[src/rtl/mnpt_active_rows.sv]
// Active-note bit rows, one row per channel, with a per-row occupancy flag.
`timescale 1ns / 1ps

module mnpt_active_rows #(
    parameter int ROWS  = 16,
    parameter int WIDTH = 128,
    parameter int ROW_W = (ROWS > 1) ? $clog2(ROWS) : 1
) (
    input  logic             i_clk,
    input  logic             i_rst_n,
    input  logic             i_rd_en,
    input  logic [ROW_W-1:0] i_rd_row,
    output logic [WIDTH-1:0] o_rd_data,
    input  logic             i_wr_en,
    input  logic [ROW_W-1:0] i_wr_row,
    input  logic [WIDTH-1:0] i_wr_data,
    output logic [ROWS-1:0]  o_row_any
);

    logic [WIDTH-1:0] r_mem [ROWS];
    logic [WIDTH-1:0] r_rd_data;
    logic             r_rd_ok;
    logic [ROWS-1:0]  r_any;

    // A row whose flag is clear holds no open note, whatever the array holds.
    always_ff @(posedge i_clk) begin
        if (i_wr_en) begin
            r_mem[i_wr_row] <= i_wr_data;
        end
        if (i_rd_en) begin
            r_rd_data <= r_mem[i_rd_row];
        end
    end

    always_ff @(posedge i_clk) begin
        if (!i_rst_n) begin
            r_any   <= '0;
            r_rd_ok <= 1'b0;
        end else begin
            if (i_wr_en) begin
                r_any[i_wr_row] <= |i_wr_data;
            end
            if (i_rd_en) begin
                r_rd_ok <= r_any[i_rd_row];
            end
        end
    end

    assign o_rd_data = r_rd_ok ? r_rd_data : '0;
    assign o_row_any = r_any;

endmodule

[config.mk]
export PLATFORM = sky130hd
export DESIGN_NAME = mnpt_active_rows
export DESIGN_NICKNAME = d
export VERILOG_FILES = /design/src/rtl/mnpt_active_rows.sv
export SDC_FILE = /design/constraint.sdc
export NUM_CORES = 2
export LEC_CHECK = 0
export ABC_AREA = 0
export BUFFER_PORTS_ARGS = -buffer_cell sky130_fd_sc_hd__clkbuf_2
export CAP_MARGIN = 25
export CORE_ASPECT_RATIO = 0.6
export CORE_MARGIN = 5
export CORE_UTILIZATION = 26
export CTS_CLUSTER_DIAMETER = 30
export DETAILED_ROUTE_END_ITERATION = 10
export PLACE_DENSITY = 0.49
export SYNTH_ARGS = -nofsm -noshare
export SYNTH_HDL_FRONTEND = slang
export SYNTH_SLANG_ARGS = --single-unit
[constraint.sdc]
create_clock -name i_clk -period 14.95 [get_ports i_clk]
set_clock_uncertainty 0.05 [all_clocks]
set_input_delay 1.495 -clock i_clk [delete_from_list [all_inputs] [get_ports i_clk]]
set_output_delay 1.495 -clock i_clk [all_outputs]
set_load 0.1 [all_outputs]
# Word-level counts from Yosys, hierarchy flattened
# Memories as Yosys holds them, arrays and structs flattened. A register that Yosys moved wholly into a read port is not among the register bits.
# Index checks and enable logic that the tools add are counted.
totals:
  ff_bits: 17
  mem_bits_rw: 2048
  input_bits: 140
  out_inout_bits: 144
  wordCells: 16
  n_memories: 1
memory_table:
  columns: ["name", "words", "word_bits", "read_ports", "rd_ports_with_merged_regs", "write_ports", "line", "source"]
  rows:
  - ["r_mem", 16, 128, 1, 1, 1, "20", "logic [WIDTH-1:0] r_mem [ROWS];"]
op_classes:
  magnitude_cmp: 3
  mux: 8
  reduce_logical: 2
ops:
  columns: ["op", "count"]
  rows:
  - ["128-bit two-way mux", 1]
  - ["128-bit OR reduction", 1]
  - ["16-bit bitwise mux", 1]
  - ["4-bit by 5-bit < comparator with 1-bit output, second input constant", 2]
  - ["1-bit binary-select mux with 4-bit select", 1]
  - ["1-bit demux with 4-bit select", 1]
  - ["4-bit by 1-bit greater-or-equal comparator with 1-bit output, second input constant", 1]
  - ["1-bit two-way mux", 4]
  - ["1-bit logical AND", 1]

# Depth between registers and ports, before layout
logic_depth:
  word_depth: 5
  ltp_mapped: 8
  depth_no_buf: 4

# Worst setup path after synthesis
# No wires, ideal clock.
synth_path:
  path_type: "input -> register"
  startpoint: "input port i_wr_row[2]"
  endpoint: "register r_any[0] (netlist: o_row_any[0])"
  setup_time_ns: 0.110
  arrival_ns: 11.438
  required_time_ns: 14.790
  path_slack_ns: 3.352
  stages: 4
  path_buffers: 0
  cell_sequence: "or3b_1 -> nor3_1 -> o21ai_0 -> a31oi_1"
synth_via:
  elab_chain_len: 5
  elab_cells_between_ends: 6
  classes_between: "2 x order compare; 3 x mux; 1 x reduce/logical"
synth_lines:
  columns: ["element", "line", "source"]
  rows:
  - ["start: declaration", "15", "input logic [ROW_W-1:0] i_wr_row,"]
  - ["4-bit by 5-bit < comparator with 1-bit output (implied by the code) / 4-bit by 1-bit greater-or-equal comparator with 1-bit output (equally long branches)", "41", "r_any[i_wr_row] <= |i_wr_data;"]
  - ["1-bit logical AND (implied by the code)", "41", null]
  - ["1-bit two-way mux (implied by the code)", "41", null]
  - ["1-bit demux with 4-bit select (*)", "41", null]
  - ["16-bit bitwise mux (*)", "41", null]
  - ["end signal: indexed assignment", "41", null]
  - ["end: declaration", "23", "logic [ROWS-1:0] r_any;"]
# Mark *: on every way between the ends. The rest lies on a longest branch, timed or not.
# A chain may end at the register's enable or synchronous reset.

# Final worst setup path
layout_path:
  startpoint: "register r_rd_ok"
  endpoint: "output port o_rd_data[35]"
layout_via:
  elab_chain_len: 1
layout_lines:
  columns: ["element", "line", "source"]
  rows:
  - ["start: declaration", "22", "logic r_rd_ok;"]
  - ["start signal: assignment", "44", "r_rd_ok <= r_any[i_rd_row];"]
  - ["128-bit two-way mux", "49", "assign o_rd_data = r_rd_ok ? r_rd_data : '0;"]
  - ["end: declaration", "13", "output logic [WIDTH-1:0] o_rd_data,"]
# No other way between the ends.

==> metrics <==
Top Family by Delay on Critical Path=buffers and inverters; Crit Path Class=flip-flop to output port; sequential area share after synthesis=79.6%; Die H=446 um; fin crit period=5.36 ns; Synth Flop Type=edfxtp_1; initial antenna violation count=54; P_int=13000 uW; Synth-to-Final Area Change=24.5%; FILL cells=29600; TritonCTS clock tree=built; share of the synthesized area in the top cell type=79.2%; top post-synthesis cells by area=edfxtp_1 (79%), mux4_2 (17%), and2_1 (0.97%); detailed placement HPWL=119 mm; status=completed; worst slew pin tran=1.14 ns; nets=4009; largest net degree at the start of global routing=113; clock network power share=54.0%; Post-CTS Setup Bufs=0; crit end category=output port; DP Cell Count=7685; post-synth top area cell=edfxtp_1; most frequent cells after synthesis=edfxtp_1 (2176), mux4_2 (630), and2_1 (128); DRT Pass-1 Iters=5; PD cells=161 mW/mm2; Setup-failing EPs final=0; vias in the first global route=40300; CTS Buffer Depth=4; drt drc=0; maximum vdd drop=0.000100 V; Max Cap Viol=0; initial drt markers=3779; Critical R2R Capture=r_rd_data[113]$_DFFE_PP_; total number of vias=38700; Synth cell types=27; total grt overflow=0; Lkg Pwr=0.0328 uW; vias per cell=4.59; initial core utilization=26.1%; Worst path slowest cell=dfxtp_4; die area=0.329 mm2; boundary pin count=284; Slew HR=24.2%; CTS Hold Buffers Added=0; worst reg2reg setup slack=13.10 ns; syn nets=3416; Row Count=160; Worst Hold Class=flip-flop to flip-flop; Core Area=0.317 mm2; Buf/Inv on CP=2; Reg area=0.0657 mm2; FMAX=0.187 GHz; DR WL/cell=28.0 um; Post-CTS Resized=0; async set-reset flop share out of synthesis=0%; WHS Path Cells=2; Max FO, Critical Path=48; Setup crit end=o_rd_data[35]; CP Cell Sequence=buf_4 -> and2_1 -> clkbuf_2; crit share post-route=35.8%; final WL=236 mm; CP arrival=3.81 ns; Yosys Warn Count=0; Multi-input gate area=0.0162 mm2; CTS clk-pin slew, worst paths=0.05 ns; Worst setup SP type=flip-flop; TritonCTS sink count=2193; global-route wire length before repair=326 mm; Placer Congestion=0.687; Comb pwr share=3.7%; Post-Synthesis Mean Instance Area=25.2 um2; Root Buffer=clkbuf_16; Worst R2R Path Depth=2; H-tree depth=5; Synth Cell Area=0.0825 mm2; flip-flop and latch count after synthesis=2193; EDFF count, synth=2176; endpoints failing hold=0; GRT Util Overall=14.1%; PortBufs=283; Pins Over Slew Limit=0; layout cells sized above 1=39.2%; CTS buffer count=393; Final ANT Viol Nets=0; Die X=737 um; CP Launch Point=r_rd_ok$_SDFFE_PN0P_; crit-path max cell delay=0.85 ns; post-route insts no fill=8432; Stages on worst setup path=3; worst endpoint required time=13.41 ns; reg2reg start=r_mem[15][113]$_DFFE_PP_; switching pwr=3480 uW; Syn Inst Count=3276; cell with the most instances after synthesis=edfxtp_1; switching share of total power=21.1%; Seq pwr share=42.3%; unrepaired setup endpoints after global routing=false; worst skew pair latency=0.88 ns; Setup TNS=0 ns
-- layout by cell type, fill, tap and decap left out, types with 8 or more instances in the layout --
| cell type | n |
|---|---|
| clkbuf_16 | 399 |
| mux2i_1 | 16 |
| buf_4 | 66 |
| buf_12 | 13 |
| edfxtp_1 | 2176 |
| bufinv_16 | 55 |
| clkinv_4 | 26 |
| nor2b_1 | 14 |
| diode_2 | 19 |
| dfxtp_1 | 16 |
| a21oi_1 | 14 |
| nor2_4 | 12 |
| clkbuf_2 | 278 |
| o21ai_0 | 16 |
| nand4_1 | 8 |
| and2_1 | 128 |
| clkbuf_1 | 34 |
| clkinv_2 | 64 |
| mux4_2 | 630 |
| clkinvlp_4 | 32 |
| clkinv_1 | 64 |
| inv_6 | 39 |
| nor4_1 | 29 |
| a211oi_1 | 14 |
| a31oi_1 | 16 |
-- layer usage --
metal	vias up	part of all wire (%)	GRT usage (%)
met4	18	2.2	3.65
li1	15700	-	-
met1	21300	45	19.8
met2	1332	46	21.9
met5	-	0.051	0
met3	386	6.5	3.25
-- state kept, by name, indices dropped and copies added, names as in the netlist --
signal,cells
r_rd_ok,1
o_row_any,16
r_mem,2048
r_rd_data,128
-- power by group through the flow --
stage               clock (uW)  combinational (uW)  sequential [uW]
detailed placement           0                 631             7110
CTS                       9090                 631             6990
floorplan                    0                 364             7090
finish                    8910                 614             6990
global placement             0                 620             7100
global route              9410                 659             6990
-- final cells by class --
type / count / area share (%)
clock inverter: 294 / 3.17
antenna: 19 / 0.0463
multi-input combinational: 917 / 15.7
clock buffer: 433 / 9.84
sequential: 2193 / 63.9
timing repair buffer: 364 / 2.22
tap: 4212 / 5.13
-- worst min-delay path by stage --
| stage | startpoint | endpoint | slack, ns |
|---|---|---|---|
| detailed placement | o_row_any[6]$_SDFFE_PN0P_ | o_row_any[6]$_SDFFE_PN0P_ | 0.51 |
| global route | o_row_any[13]$_SDFFE_PN0P_ | o_row_any[13]$_SDFFE_PN0P_ | 0.55 |
| CTS | o_row_any[6]$_SDFFE_PN0P_ | o_row_any[6]$_SDFFE_PN0P_ | 0.53 |
| finish | o_row_any[6]$_SDFFE_PN0P_ | o_row_any[6]$_SDFFE_PN0P_ | 0.53 |
| floorplan | r_rd_ok$_SDFFE_PN0P_ | r_rd_ok$_SDFFE_PN0P_ | 0.58 |
| global placement | o_row_any[6]$_SDFFE_PN0P_ | o_row_any[6]$_SDFFE_PN0P_ | 0.51 |
-- cell families (layout without fill, tap and decap cells) --
logic type             after synthesis  after routing  synth area share, %
and+or+nand+nor                    209            209                 1.56
DFF                               2193           2193                 79.6
AOI/OAI and AO/OA                   61             61                0.437
muxes                              647            647                 17.4
buffers and inverters              166           1091                 1.04
other                                0             19                    0
-- worst min-delay path: cells and delay by family (launching register included) --
kind / cells / cell delay [ns]
compound gates: 2 / 0.21
flops: 1 / 0.32
-- through the flow --
step / setup slack [ns] / total power (uW) / hold WS, ns / area (um2) / utilization [%]
detailed placement: 8.73 / 7740 / 0.515 / 89400 / 28.2
finish: 9.59 / 16500 / 0.527 / 103000 / 32.5
global route: 9.42 / 17100 / 0.545 / 103000 / 32.5
global placement: 8.79 / 7720 / 0.513 / 89300 / 28.2
CTS: 9.42 / 16700 / 0.527 / 103000 / 32.5
floorplan: 3.35 / 7460 / 0.579 / 82500 / -
(Power assumes the default switching activity.)
